[src/design/i2rd_pkg.sv]
// Package for the integer to radix digits unit.
// Holds default sizes, digit encoding constants, the controller/datapath
// command and status types, and the shared helper functions. No dependencies.
package i2rd_pkg;

    localparam int I2RD_VALUE_WIDTH = 31;
    localparam int I2RD_MAX_DIGITS  = 32;

    localparam int RADIX_W = 6;
    localparam int DIGIT_W = 6;
    localparam int CHAR_W  = 7;

    localparam logic [RADIX_W-1:0] RADIX_MIN     = 6'd2;
    localparam logic [RADIX_W-1:0] RADIX_MAX     = 6'd36;
    localparam logic [DIGIT_W-1:0] DIGIT_LIMIT   = 6'd9;
    localparam logic [CHAR_W-1:0]  LETTER_OFFSET = 7'd55;
    localparam logic [CHAR_W-1:0]  ZERO_CHAR     = 7'd48;

    // Commands from the controller to the datapath.
    typedef struct packed {
        logic start;       // load value and radix, begin the first division
        logic step;        // one restoring division step
        logic store;       // write remainder, prepare the next division
        logic rd;          // read the digit store at the read pointer
        logic load_digit;  // move the read digit into the output register
        logic load_err;    // put the bad radix result into the output register
    } cmd_t;

    // Status from the datapath to the controller.
    typedef struct packed {
        logic radix_ok;    // radix on the input port lies in 2..36
        logic div_last;    // this step is the final bit of the division
        logic conv_end;    // quotient reached zero or the store is full
        logic is_last;     // read pointer is at the least significant digit
        logic slot_free;   // output register can take a result this cycle
    } sts_t;

    function automatic logic radix_ok(input logic [RADIX_W-1:0] r);
        logic ok;
        ok = r inside {[RADIX_MIN:RADIX_MAX]};
        return ok;
    endfunction

    function automatic logic [CHAR_W-1:0] digit_to_char(input logic [DIGIT_W-1:0] d);
        logic [CHAR_W-1:0] c;
        if (d > DIGIT_LIMIT)
        begin
            c = {1'b0, d} + LETTER_OFFSET;
        end
        else
        begin
            c = {1'b0, d} + ZERO_CHAR;
        end
        return c;
    endfunction

endpackage

[src/design/i2rd_ctrl.sv]
// Controller state machine for the integer to radix digits unit.
// Sequences division, digit storage and emission; uses i2rd_pkg.
module i2rd_ctrl
    import i2rd_pkg::*;
(
    input  logic clk,
    input  logic rst_n,
    input  logic in_valid,
    output logic in_ready,
    input  sts_t sts,
    output cmd_t cmd
);

    typedef enum logic [5:0] {
        ST_IDLE   = 6'b000001,
        ST_ERR    = 6'b000010,
        ST_DIVIDE = 6'b000100,
        ST_STORE  = 6'b001000,
        ST_READ   = 6'b010000,
        ST_LOAD   = 6'b100000
    } state_t;

    state_t state_reg;
    state_t state_next;

    always_ff @(posedge clk or negedge rst_n)
    begin
        if (!rst_n)
        begin
            state_reg <= ST_IDLE;
        end
        else
        begin
            state_reg <= state_next;
        end
    end

    assign in_ready = (state_reg == ST_IDLE);

    always_comb
    begin
        state_next = state_reg;
        cmd        = '0;
        case (state_reg)
            ST_IDLE:
            begin
                if (in_valid)
                begin
                    if (sts.radix_ok)
                    begin
                        cmd.start  = 1'b1;
                        state_next = ST_DIVIDE;
                    end
                    else
                    begin
                        state_next = ST_ERR;
                    end
                end
            end
            ST_ERR:
            begin
                if (sts.slot_free)
                begin
                    cmd.load_err = 1'b1;
                    state_next   = ST_IDLE;
                end
            end
            ST_DIVIDE:
            begin
                cmd.step = 1'b1;
                if (sts.div_last)
                begin
                    state_next = ST_STORE;
                end
            end
            ST_STORE:
            begin
                cmd.store = 1'b1;
                if (sts.conv_end)
                begin
                    state_next = ST_READ;
                end
                else
                begin
                    state_next = ST_DIVIDE;
                end
            end
            ST_READ:
            begin
                cmd.rd     = 1'b1;
                state_next = ST_LOAD;
            end
            ST_LOAD:
            begin
                if (sts.slot_free)
                begin
                    cmd.load_digit = 1'b1;
                    if (sts.is_last)
                    begin
                        state_next = ST_IDLE;
                    end
                    else
                    begin
                        state_next = ST_READ;
                    end
                end
            end
            default:
            begin
                state_next = ST_IDLE;
            end
        endcase
    end

    // A result is only ever written into a free output register.
    a_load_needs_slot: assert property (@(posedge clk) disable iff (!rst_n)
        (cmd.load_digit || cmd.load_err) |-> sts.slot_free)
        else $error("output register loaded while still occupied");

    // A remainder is stored only right after a division has run.
    a_store_after_divide: assert property (@(posedge clk) disable iff (!rst_n)
        (state_reg == ST_STORE) |-> ($past(state_reg) == ST_DIVIDE))
        else $error("digit stored without a preceding division");

endmodule

[src/design/i2rd_datapath.sv]
// Datapath for the integer to radix digits unit: bit-serial divider,
// digit store memory, counters and the output register. Uses i2rd_pkg.
module i2rd_datapath
    import i2rd_pkg::*;
#(
    parameter int VALUE_WIDTH = I2RD_VALUE_WIDTH,
    parameter int MAX_DIGITS  = I2RD_MAX_DIGITS
)
(
    input  logic                   clk,
    input  logic                   rst_n,
    input  logic [VALUE_WIDTH-1:0] value,
    input  logic [RADIX_W-1:0]     radix,
    input  logic                   out_ready,
    input  cmd_t                   cmd,
    output sts_t                   sts,
    output logic                   out_valid,
    output logic [DIGIT_W-1:0]     digit_value,
    output logic [CHAR_W-1:0]      digit_char,
    output logic                   last,
    output logic                   bad_radix
);

    localparam int BIT_W = (VALUE_WIDTH > 1) ? $clog2(VALUE_WIDTH) : 1;
    localparam int IDX_W = $clog2(MAX_DIGITS);
    localparam int CNT_W = $clog2(MAX_DIGITS + 1);

    // Dividend shifts out at the top while quotient bits enter at the bottom,
    // so after a full pass it holds the quotient.
    logic [VALUE_WIDTH-1:0] quotient_reg, quotient_next;
    logic [DIGIT_W-1:0]     rem_reg, rem_next;
    logic [RADIX_W-1:0]     radix_reg;
    logic [BIT_W-1:0]       bit_reg, bit_next;
    logic [CNT_W-1:0]       count_reg, count_next;
    logic [IDX_W-1:0]       ptr_reg, ptr_next;
    logic                   out_valid_reg, out_valid_next;
    logic [DIGIT_W-1:0]     digit_value_reg;
    logic [CHAR_W-1:0]      digit_char_reg;
    logic                   last_reg;
    logic                   bad_radix_reg;
    logic [DIGIT_W-1:0]     rd_data_reg;

    logic [DIGIT_W-1:0]     digit_store [MAX_DIGITS];

    logic [DIGIT_W:0]       trial;
    logic                   trial_ge;
    logic [DIGIT_W:0]       trial_diff;

    assign trial      = {rem_reg, quotient_reg[VALUE_WIDTH-1]};
    assign trial_ge   = (trial >= {1'b0, radix_reg});
    assign trial_diff = trial - {1'b0, radix_reg};

    always_comb
    begin
        quotient_next = quotient_reg;
        rem_next      = rem_reg;
        bit_next      = bit_reg;
        count_next    = count_reg;
        ptr_next      = ptr_reg;
        if (cmd.start)
        begin
            quotient_next = value;
            rem_next      = '0;
            bit_next      = '0;
            count_next    = '0;
        end
        else if (cmd.step)
        begin
            quotient_next = {quotient_reg[VALUE_WIDTH-2:0], trial_ge};
            rem_next      = trial_ge ? trial_diff[DIGIT_W-1:0] : trial[DIGIT_W-1:0];
            bit_next      = bit_reg + 1'b1;
        end
        else if (cmd.store)
        begin
            rem_next   = '0;
            bit_next   = '0;
            count_next = count_reg + 1'b1;
            ptr_next   = count_reg[IDX_W-1:0];
        end
        else if (cmd.load_digit && (ptr_reg != '0))
        begin
            ptr_next = ptr_reg - 1'b1;
        end
    end

    always_ff @(posedge clk or negedge rst_n)
    begin
        if (!rst_n)
        begin
            quotient_reg  <= '0;
            rem_reg       <= '0;
            bit_reg       <= '0;
            count_reg     <= '0;
            ptr_reg       <= '0;
            out_valid_reg <= 1'b0;
        end
        else
        begin
            quotient_reg  <= quotient_next;
            rem_reg       <= rem_next;
            bit_reg       <= bit_next;
            count_reg     <= count_next;
            ptr_reg       <= ptr_next;
            out_valid_reg <= out_valid_next;
        end
    end

    always_ff @(posedge clk)
    begin
        if (cmd.start)
        begin
            radix_reg <= radix;
        end
    end

    always_ff @(posedge clk)
    begin
        if (cmd.store)
        begin
            digit_store[count_reg[IDX_W-1:0]] <= rem_reg;
        end
        if (cmd.rd)
        begin
            rd_data_reg <= digit_store[ptr_reg];
        end
    end

    always_comb
    begin
        out_valid_next = out_valid_reg;
        if (cmd.load_digit || cmd.load_err)
        begin
            out_valid_next = 1'b1;
        end
        else if (out_ready)
        begin
            out_valid_next = 1'b0;
        end
    end

    always_ff @(posedge clk)
    begin
        if (cmd.load_digit)
        begin
            digit_value_reg <= rd_data_reg;
            digit_char_reg  <= digit_to_char(rd_data_reg);
            last_reg        <= (ptr_reg == '0);
            bad_radix_reg   <= 1'b0;
        end
        else if (cmd.load_err)
        begin
            digit_value_reg <= '0;
            digit_char_reg  <= '0;
            last_reg        <= 1'b1;
            bad_radix_reg   <= 1'b1;
        end
    end

    assign sts.radix_ok  = radix_ok(radix);
    assign sts.div_last  = (bit_reg == BIT_W'(VALUE_WIDTH - 1));
    assign sts.conv_end  = (quotient_reg == '0) || (count_reg == CNT_W'(MAX_DIGITS - 1));
    assign sts.is_last   = (ptr_reg == '0);
    assign sts.slot_free = !out_valid_reg || out_ready;

    assign out_valid   = out_valid_reg;
    assign digit_value = digit_value_reg;
    assign digit_char  = digit_char_reg;
    assign last        = last_reg;
    assign bad_radix   = bad_radix_reg;

    // The partial remainder must stay below the divisor at every step.
    a_rem_below_radix: assert property (@(posedge clk) disable iff (!rst_n)
        cmd.step |-> (rem_reg < radix_reg))
        else $error("partial remainder not below radix");

    // The digit count never passes the store depth.
    a_count_bound: assert property (@(posedge clk) disable iff (!rst_n)
        count_reg <= CNT_W'(MAX_DIGITS))
        else $error("digit count beyond store depth");

endmodule

[src/design/integer_to_radix_digits_unit.sv]
// Integer to radix digits unit converts a non-negative integer into its
// digits in a radix from 2 to 36, delivered most significant digit first,
// one output transfer per digit with the digit value, its ASCII character
// ('0'-'9', then 'A'-'Z'), a last flag on the final digit, and a bad radix
// flag that marks the single result given for a radix outside 2..36. One
// number is converted at a time. Each digit is found in the bit-serial
// restoring divider (one bit per cycle, then the remainder is stored), and
// all digits are then read back one by one from the digit store and loaded
// into the output register. A new number is taken as soon as the last
// digit sits in the output register, even before it is collected.
// Depends on i2rd_pkg, i2rd_ctrl and i2rd_datapath.
module integer_to_radix_digits_unit
    import i2rd_pkg::*;
#(
    parameter int VALUE_WIDTH = I2RD_VALUE_WIDTH,
    parameter int MAX_DIGITS  = I2RD_MAX_DIGITS
)
(
    input  logic                   clk,
    input  logic                   rst_n,
    input  logic                   in_valid,
    output logic                   in_ready,
    input  logic [VALUE_WIDTH-1:0] value,
    input  logic [RADIX_W-1:0]     radix,
    output logic                   out_valid,
    input  logic                   out_ready,
    output logic [DIGIT_W-1:0]     digit_value,
    output logic [CHAR_W-1:0]      digit_char,
    output logic                   last,
    output logic                   bad_radix
);

    cmd_t cmd;
    sts_t sts;

    i2rd_ctrl u_ctrl (
        .clk      (clk),
        .rst_n    (rst_n),
        .in_valid (in_valid),
        .in_ready (in_ready),
        .sts      (sts),
        .cmd      (cmd)
    );

    i2rd_datapath #(
        .VALUE_WIDTH (VALUE_WIDTH),
        .MAX_DIGITS  (MAX_DIGITS)
    ) u_datapath (
        .clk         (clk),
        .rst_n       (rst_n),
        .value       (value),
        .radix       (radix),
        .out_ready   (out_ready),
        .cmd         (cmd),
        .sts         (sts),
        .out_valid   (out_valid),
        .digit_value (digit_value),
        .digit_char  (digit_char),
        .last        (last),
        .bad_radix   (bad_radix)
    );

endmodule
[config.mk]
export PLATFORM = sky130hd
export DESIGN_NAME = integer_to_radix_digits_unit
export DESIGN_NICKNAME = d
export VERILOG_FILES = /design/src/design/i2rd_pkg.sv /design/src/design/i2rd_ctrl.sv /design/src/design/i2rd_datapath.sv /design/src/design/integer_to_radix_digits_unit.sv
export SDC_FILE = /design/constraint.sdc
export NUM_CORES = 1
export LEC_CHECK = 0
export ABC_AREA = 0
export BUFFER_PORTS_ARGS = -buffer_cell sky130_fd_sc_hd__buf_2
export CAP_MARGIN = 5
export CORE_UTILIZATION = 50
export DETAILED_ROUTE_END_ITERATION = 8
export HOLD_SLACK_MARGIN = 0.1
export PLACE_DENSITY = 0.64
export SYNTH_ARGS = -nofsm -noshare
export SYNTH_HDL_FRONTEND = slang
export SYNTH_SLANG_ARGS = --single-unit
[constraint.sdc]
create_clock -name clk -period 3.25 [get_ports clk]
set_clock_uncertainty 0.05 [all_clocks]
set_input_delay 0.1625 -clock clk [delete_from_list [all_inputs] [get_ports clk]]
set_output_delay 0.1625 -clock clk [all_outputs]
set_load 0.005 [all_outputs]
* After elaboration in Yosys (flattened, before gate mapping)
Memories as Yosys holds them, arrays and structs flattened. A register that Yosys moved wholly into a read port is not among the register bits.
Index checks and enable logic that the tools add are counted.
** Storage, ports and cells
- Flip-flop bits (word level) :: 81
- Bits in writable memories :: 192
- Input port bits :: 41
- Output and inout port bits :: 17
- Logic and storage cells :: 98
- Memories kept :: 1
** Memory list
- u_datapath.digit_store :: depth 32, width 6, rd ports 1, clocked after Yosys merged registers in 1, wr ports 1, line i2rd_datapath.sv:43 : logic [DIGIT_W-1:0] digit_store [MAX_DIGITS];
** Cells by class
- Add/subtract/negate cells :: 6
- Order comparisons :: 4
- Eq/ne operators :: 13
- Multiplexer cells :: 42
- Bitwise logic cells :: 2
- Reduce and logical (&&, ||, !) cells :: 18
** Operators by type and width (number)
- $mux 6 :: 13
- $mux 31 :: 2
- $pmux 6 s6 :: 1
- $mux 5 :: 7
- $logic_not 31->1 :: 1
- $mux 7 :: 3
- $mux 1 :: 15
- $add 6x6->7 const B :: 2
- $eq 6x5->1 const B :: 2
- $reduce_bool 2->1 :: 5
- $ne 2x2->1 const B :: 4
- $ge 7x6->1 :: 1
- $add 6x1->6 const B :: 1
- $eq 6x1->1 const B :: 1
- $eq 6x2->1 const B :: 1
- $eq 6x3->1 const B :: 1
- $eq 6x4->1 const B :: 1
- $eq 6x6->1 const B :: 1
- $ge 6x2->1 const B :: 1
- $gt 6x4->1 const B :: 1
- $le 6x6->1 const B :: 1
- $sub 6x6->6 :: 1
- $add 5x1->5 const B :: 1
- $eq 5x5->1 const B :: 1
- 13 further kinds :: 17

* Logic depth before layout (Yosys ltp)
Gate-level depths: netlist (run 1).
- Depth in word-level cells :: 7
- Mapped depth :: 11
- Gate-level depth less buffers :: 8

* Cells and area by module
Synthesis (run 1) repeated with hierarchy kept, for this count alone.
** Unflattened totals
- Cells, all modules :: 828
- Area total of the unflattened synthesis :: 12031.5 sq um
** By module, submodules not included
- i2rd_datapath :: instances 1, cells an instance 780, area each 11617.4 sq um, sequential area each 7917.6 sq um
- i2rd_ctrl :: instances 1, cells an instance 48, area each 414.1 sq um, sequential area each 151.4 sq um

* Worst setup path before layout (run 1)
OpenSTA, ideal clock, no wires.
- Path kind :: reg2reg
- From :: register u_datapath.ptr_reg[0]
- To :: register u_datapath.ptr_reg[3]
- Library setup time :: 77 ps
- Data arrival time :: 2413 ps
- Data required time :: 3123 ps
- Slack :: 710 ps
- Stages on the path, launching flop included :: 11
- Path buffers :: 2
- Clock period less this slack :: 2540 ps
- Cells stage by stage :: dfrtp_1 -> clkbuf_1 -> clkbuf_1 -> inv_1 -> ha_1 -> nor4b_1 -> nor2_2 -> inv_2 -> or4_1 -> xor2_1 -> a21oi_1
** On the way
- Word-level cells in the longest chain between the ends :: 4
- Elaborated cells between the ends (all ways) :: 7
- Classes of those cells :: add/sub (1); mux (2); reduce/logical (4)
** Ends and longest elaborated chain
- from (decl) :: line i2rd_datapath.sv:35 : logic [IDX_W-1:0] ptr_reg, ptr_next;
- from (signal assigned) :: line i2rd_datapath.sv:103 : ptr_reg <= ptr_next;
- branches (longest 4 deep; another with $sub 5x1->5)
Several ways; the timed one is not identified. The select of a mux whose other input is x is not followed.
A chain may end at the register's enable or synchronous reset.

* Worst setup path in the final report (run 1)
- From :: register u_ctrl.state_reg[3]
- To :: register u_datapath.quotient_reg[30]
** On the way
- Word-level cells in the longest chain between the ends :: 3
- Elaborated cells between the ends (all ways) :: 6
- Classes of those cells :: eq/ne (2); mux (3); reduce/logical (1)
** Ends and longest elaborated chain
- from (decl) :: line i2rd_ctrl.sv:23 : state_t state_reg;
- from (signal assigned) :: line i2rd_ctrl.sv:34 : state_reg <= state_next;
- $eq 6x1->1 / $eq 6x3->1 (equally long branches) :: line i2rd_ctrl.sv:44 : case (state_reg)
- $mux 1 :: line i2rd_ctrl.sv:44
- $mux 31 / $reduce_bool 2->1 (equally long branches)
- to (signal assigned) :: line i2rd_datapath.sv:99 : quotient_reg <= quotient_next;
- to (decl) :: line i2rd_datapath.sv:30 : logic [VALUE_WIDTH-1:0] quotient_reg, quotient_next;
Parallel ways exist; a longest one is shown, timed or not.

==> metrics, run 1 <==
outcome finished clean; Total Neg Setup Slack 0 ns; Initial Util 0.5173; via count 7222; Compound-Gate Fraction of Synth Area 0.06597; initial antenna violation count 0; EDFF count, synth 218; total die area 24330 sq um; R2R setup slack 0.48 ns; Worst Max-Slew Pin Slew 1.197 ns; cell area after synthesis 11850 sq um; Buf/Inv on CP 1; main combinational cell family by area after synthesis simple AND/OR/NAND/NOR gates; max reg flops 192; I/O Pins 58; gr busiest metal met2; CP top delay family simple AND/OR/NAND/NOR gates; Port-buffer cells 57; GPL Wtd Cong 0.8229; post-CTS sizing 0; Worst Path Required 3.62 ns; Final Cycle Share 0.8521; TritonCTS Buffers 28; cell count after synthesis 805; final wirelength 25.46 mm; Final Setup Violations 0; layout cells sized above 1 0.2049; remaining antenna violation count 0; slowest CP cell a2111oi_4; diodes inserted 0; drt initial violations 603; Synth Area in Simple Gates 0.1008; wire length of the first global-routing pass 40.17 mm; Pwr per Cell Area 766.5 nW/um^2; Root Driver clkbuf_16; Sw Share 0.3043; CP Capture Type register; crit-path cells nor4_2 -> nand3b_1 -> a2111oi_4 -> buf_4 -> nor3_1 -> a221o_1; CTS tree done; reg-to-reg startpoint u_ctrl.state_reg[3]; residual DRC count 0; Placed Cells 1169; H-tree levels 1; GRT overflow 0; RSZ-0062 raised after global routing false; Seq cells post-synth 279; Layout Area Growth over Synthesis 17.71%; Worst path depth 6; site row count 55; switching power 3.254 mW; Final min period 2.769 ns; core footprint 22920 sq um; Net Count, Synth 865; Seq pwr share 0.447; fraction of registers with async set/reset 0.2151; max-slew violations 0; RR Endpoint u_datapath.quotient_reg[30]; number of global-route vias before repair 7290; combinational share of power 0.254; Setup crit end u_datapath.quotient_reg[30]; Primary FF master, synth edfxtp_1; relative slew slack 0.1958; GR Util met2 0.3703; Detailed Place HPWL 15.95 mm; Die W 156.0 um; synthesized-area fraction occupied by adder cells 0.02069; largest net degree at the start of global routing 51; post-synthesis mux area share 0.09563; Yosys Warn Count 0; crit path launch u_ctrl.state_reg[3]; sequential fraction of the synthesis area 0.6807; total track usage 0.2179; Vias/cell 5.732; post-layout power 10.70 mW; Avg WL per Cell 20.21 um; Crit path arrival time 3.14 ns; Hold Vio Cnt, Final 0; maximum clock path buffer count 3; Synth Area per Inst 14.73 sq um; post-synthesis xor/xnor area fraction 0.01404; Sink Count 279; slowest stage delay, CP 0.52 ns; R2R cell count 6; Synth cell types 63; Int Pwr 7.441 mW; final net count 986; Pre-antenna DRT Iters 7; Max VDD drop 0.4867 mV; Reg clk slew, reported paths 0.06 ns; crit-path max FO 38; critical path type register to register; fin cells 1260; clock network power share 0.299; Fmax 0.3611 GHz; Clk Latency, worst-skew pair 0.55 ns; die height 156.0 um; met1 Usage GRT 0.2946; Min-Delay Path Class input pin to register; Worst setup SP type register; met3 Track Usage GR 0.02972; Leak 5.287 nW; MaxCap Viol Count 0
==> layout by cell type (no fill, tap or decap), types with 4 or more instances in the layout <==
cell type and count:
nand4_1 4, bufinv_16 4, buf_4 31, mux2i_1 12, ha_1 18, clkbuf_1 5, dfrtp_1 57, nand2_1 106
dlygate4sd3_1 40, a21oi_1 17, a211o_1 6, clkinv_2 5, and2_1 4, xnor2_1 7, edfxtp_1 218, nor4_1 10
nor2b_1 11, a21o_1 5, o21ai_0 28, buf_2 57, clkbuf_16 28, nor3_1 5, inv_1 22, mux2_2 6
nor2_1 67, clkinv_1 6, mux4_2 42, o2111ai_1 6, xor2_1 12, nand3b_1 6, nand3_1 13, a22oi_1 33
==> Yosys cell counts, drive strengths merged (4+ instances only) <==
library cell,n,area share
a211o,6,0.0044
a21o,5,0.0032
a21oi,17,0.0072
a22oi,33,0.021
and2,4,0.0021
buf,21,0.0092
clkbuf,18,0.0057
dfrtp,59,0.12
edfxtp,218,0.55
ha,18,0.019
inv,23,0.0073
mux2,6,0.0057
mux2i,12,0.010
mux4,42,0.080
nand2,106,0.034
nand3,14,0.0063
nand3b,6,0.0038
nand4,4,0.0021
nor2,68,0.022
nor2b,11,0.0058
nor3,5,0.0021
nor4,12,0.0081
o2111ai,6,0.0044
o21ai,29,0.012
xnor2,7,0.0052
xor2,12,0.0089
==> worst min path at each step <==
stage / startpoint / endpoint / depth (start not counted)
after floorplan: rst_n / u_ctrl.state_reg[1] / 0
after global placement: radix[4] / u_datapath.radix_reg[4] / 1
after detailed placement: radix[3] / u_datapath.radix_reg[3] / 1
after CTS: radix[3] / u_datapath.radix_reg[3] / 2
after global routing: radix[3] / u_datapath.radix_reg[3] / 2
final: radix[3] / u_datapath.radix_reg[3] / 2
==> metal layers <==
| metal | vias to the layer above | wire length [um] |
|---|---|---|
| met5 | - | 0 |
| met4 | 0 | 672 |
| met3 | 57 | 1298 |
| met2 | 239 | 12560 |
| met1 | 3645 | 10940 |
| li1 | 3281 | - |
==> metrics by stage <==
step	cell area [sq um]	setup slack (ns)	util	hold slack (ns)
3_3_place_gp	12640	0.6054	0.5514	0.3132
6_report	13950	0.4808	0.6089	0.3086
4_1_cts	13950	0.4749	0.6089	0.2754
2_1_floorplan	11850	0.7097	-	-0.1831
5_1_grt	13950	0.2625	0.6089	0.3059
3_5_place_dp	12640	0.5071	0.5514	0.3090
==> cell type report <==
class                      count  area, sq um
clock buffer                  33        719.4
sequential                   279         8071
tap                          313        391.6
clock inverter                18        197.7
fill                        1686         8962
multi-input combinational    464         3528
timing repair buffer         130        958.4
inverter                      23        86.33
==> power groups by stage <==
| stage | clock [mW] | sequential (mW) | combinational, mW |
|---|---|---|---|
| 2_1_floorplan | 0 | 4.72 | 1.93 |
| 3_3_place_gp | 0 | 4.82 | 2.63 |
| 3_5_place_dp | 0 | 4.85 | 2.69 |
| 4_1_cts | 3.25 | 4.78 | 2.74 |
| 5_1_grt | 3.39 | 4.83 | 2.96 |
| 6_report | 3.20 | 4.78 | 2.71 |
==> logic make-up (layout without fill, tap and decap cells) <==
kind of cell	Yosys count	count (layout)
compound gates	114	114
xor+xnor	19	19
fa+ha+maj	19	19
buf+inv	62	204
flops	279	279
mux	60	60
simple gates	252	252
==> repair_timing <==
item | 4_1_cts | 5_1_grt
hold endpoints to repair | 95 | 0
hold buffers | 40 | 0
setup buffers | 0 | 0
(Power assumes the default switching activity.)
==> run 2: changes to the inputs <==
--- a/config.mk
+++ b/config.mk
@@ -14,4 +14,5 @@
 export PLACE_DENSITY = 0.64
 export SYNTH_ARGS = -nofsm -noshare
 export SYNTH_HDL_FRONTEND = slang
+export SYNTH_HIERARCHICAL = 1
 export SYNTH_SLANG_ARGS = --single-unit
==> run 2 against run 1 <==
Wire length increased by 4.4%. Maximum frequency decreased by 6.1%. First-iteration DRC count increased by 5.0%. Combinational power increased by 3%. Sequential cell count unchanged. Critical path depth decreased by 1. Synthesized cell count increased by 2.9%. Design area increased by 0.44%. Sequential share of layout area decreased by 0.25 points. Non-clock buffer count decreased by 13. Setup slack got worse by 0.18 ns.
==> metrics, run 2 <==
Crit path arrival time 3.06 ns (-0.08 ns); Yosys top cell by area edfxtp_1; Synth Area in Simple Gates 0.09734 (-0.003464); core footprint 23540 sq um (+2.7%); largest cells by area after synthesis edfxtp_1, dfrtp_1, mux4_2, mux2i_1, nand2_1; final wirelength 26.57 mm (+4.4%); synthesized-area fraction occupied by adder cells 0.02038 (-0.0003055); I/O Pins 58 (unchanged); via count 7321 (+1.4%); most used standard cell by instance count after synthesis edfxtp_1; top cells by count, synth edfxtp_1, nand2_1, nor2_1; Final min period 2.950 ns (+0.1808 ns); TritonCTS Buffers 28 (unchanged); Primary FF master, synth edfxtp_1; FF+latch area 8071 sq um (unchanged); max-slew violations 0 (unchanged); Die W 157.1 um (+0.73%); Synth cell types 63 (unchanged); crit-path max FO 23 (-39%); commonest non-fill, non-tap cell in the layout edfxtp_1; reg-to-reg startpoint u_ctrl/state_reg[1]; total track usage 0.2209 (+0.002955); relative slew slack 0.2043 (+0.008510); Layout Area Growth over Synthesis 16.48%; Worst Path Required 3.36 ns (-0.26 ns); Total Neg Setup Slack 0 ns (unchanged); diodes inserted 0 (unchanged); H-tree levels 1 (unchanged); Synth Area per Inst 14.53 sq um (-1.3%); Layout Utilization 0.5953 (-0.01361); crit-path cells or4_4 -> nor3b_2 -> buf_4 -> nand2_1 -> nor2_1; Leak 5.111 nW (-3.3%); Sink Count 279 (unchanged); Max VDD drop 0.4503 mV (-7.5%); cell count after synthesis 828 (+2.9%); Worst Max-Slew Pin Slew 1.184 ns (-0.01267 ns); die height 157.1 um (+0.73%); Worst setup SP type register; final net count 997 (+1.1%); gr busiest metal met2; Detailed Place HPWL 16.75 mm (+5.0%); Final Setup Violations 0 (unchanged); site row count 56 (+1.8%); Port-buffer cells 57 (unchanged); CTS tree done; fraction of registers with async set/reset 0.2151 (unchanged); Final Cycle Share 0.9077 (+0.05563); maximum clock path buffer count 3 (unchanged); slowest CP cell or4_4; Min-Delay Path Class input pin to asynchronous set/reset pin; layout cells sized above 1 0.1783 (-0.02655); EDFF count, synth 218 (unchanged); GPL Wtd Cong 0.8745 (+6.3%); slowest stage delay, CP 0.61 ns (+0.09 ns); drt initial violations 633 (+5.0%); residual DRC count 0 (unchanged); Yosys Warn Count 6 (+6); post-synthesis xor/xnor area fraction 0.01238 (-0.001663); met1 Usage GRT 0.2987 (+0.004050); Seq cells post-synth 279 (unchanged); MaxCap Viol Count 0 (unchanged); main combinational cell family by area after synthesis multiplexers; remaining antenna violation count 0 (unchanged); fill count 1837 (+9.0%); Fmax 0.3390 GHz (-6.1%); Root Driver clkbuf_16; Initial Util 0.5111 (-0.006227); Vias/cell 5.728 (about the same); outcome finished clean; max reg flops 192 (unchanged); RSZ-0062 raised after global routing false; CP Capture Type register; Hold Vio Cnt, Final 0 (unchanged); GRT overflow 0 (unchanged); largest net degree at the start of global routing 45 (-12%); Compound-Gate Fraction of Synth Area 0.06801 (+0.002042); most frequent cells in the layout edfxtp_1, nand2_1, nor2_1; initial antenna violation count 0 (unchanged); Avg WL per Cell 20.79 um (+2.9%); postcts setup bufs 0 (unchanged); cell area after synthesis 12030 sq um (+1.5%); sequential fraction of the synthesis area 0.6707 (-0.01005); Pwr per Cell Area 755.9 nW/um^2 (-1.4%); Reg clk slew, reported paths 0.06 ns (about the same); critical path type register to register; number of global-route vias before repair 7351 (+0.84%); met3 Track Usage GR 0.04488 (+0.01516); Synth top area share 0.5441 (-0.008155); Clk Latency, worst-skew pair 0.53 ns (-0.02 ns); Pre-antenna DRT Iters 6 (-1); crit path launch u_ctrl/state_reg[1]; Net Count, Synth 888 (+2.7%); area of the multi-input gates 3729 sq um (+5.7%); total die area 24690 sq um (+1.5%); post-synthesis mux area share 0.1111 (+0.01543); GR Util met2 0.3647 (-0.005667); wire length of the first global-routing pass 40.71 mm (+1.3%)
-- run 2: layout make-up --
class	instances	share of cell area
clock buffer	38	0.05562
tap	319	0.02848
multi-input combinational	489	0.2660
inverter	22	0.005892
clock inverter	14	0.007499
timing repair buffer	117	0.06053
sequential	279	0.5759
-- run 2: cell families (layout without fill, tap and decap cells) --
group                    Yosys count  count (layout)
AO/OA/AOI/OAI                    127             127
flip-flops                       279             279
AND/OR/NAND/NOR                  232             232
buffers and inverters             60             191
adder cells (fa/ha/maj)           19              19
multiplexers                      94              94
XOR/XNOR                          17              17
-- run 2: report_power, final --
part	internal [mW]	leakage, nW	switching (mW)
logic	1.21	1.91	1.57
clock network	1.76	0.435	1.29
registers	4.33	2.77	0.419
total	7.31	5.11	3.28
-- run 2: path summary, 6_finish.rpt --
check                      cells after the start                            end  slack [ns]
hold reg to reg                                2           u_datapath/bad_radix        0.43
min in group clk                               4    u_datapath/quotient_reg[29]        0.33
hold / removal                                 2           u_datapath/out_valid        0.30
setup / recovery                               5  u_datapath/digit_store[29][4]        0.30
setup reg to reg                               5  u_datapath/digit_store[29][4]        0.30
max in group asynchronous                      3    u_datapath/quotient_reg[24]        2.02
-- run 2: critical path: cells and delay by family (launching register included) --
family	cells	cell delay (ns)
AND/OR/NAND/NOR	4	1.80
buffers and inverters	1	0.26
flip-flops	1	0.46
-- run 2: repair_timing --
item / CTS / global route
gates resized for setup: 0 / 0
hold buffers: 40 / 0
endpoints found under the hold margin: 92 / 0
-- run 2: routing by layer --
metal / vias to the layer above / routed length [um]
li1: 3368 / -
met1: 3661 / 11340
met2: 254 / 12940
met3: 38 / 1690
met4: 0 / 603
met5: - / 0
-- run 2: through the flow --
step	instances	setup WS (ns)	hold slack [ns]	cell area, sq um	total power [mW]
2_1_floorplan	828	0.4584	-0.1831	12030	6.687
3_3_place_gp	1186	0.4389	0.3055	12730	7.446
3_5_place_dp	1186	0.3875	0.3083	12730	7.553
4_1_cts	1278	0.3346	0.3020	14010	10.65
5_1_grt	1278	0.1602	0.3145	14010	11.09
6_report	1278	0.3000	0.3013	14010	10.59
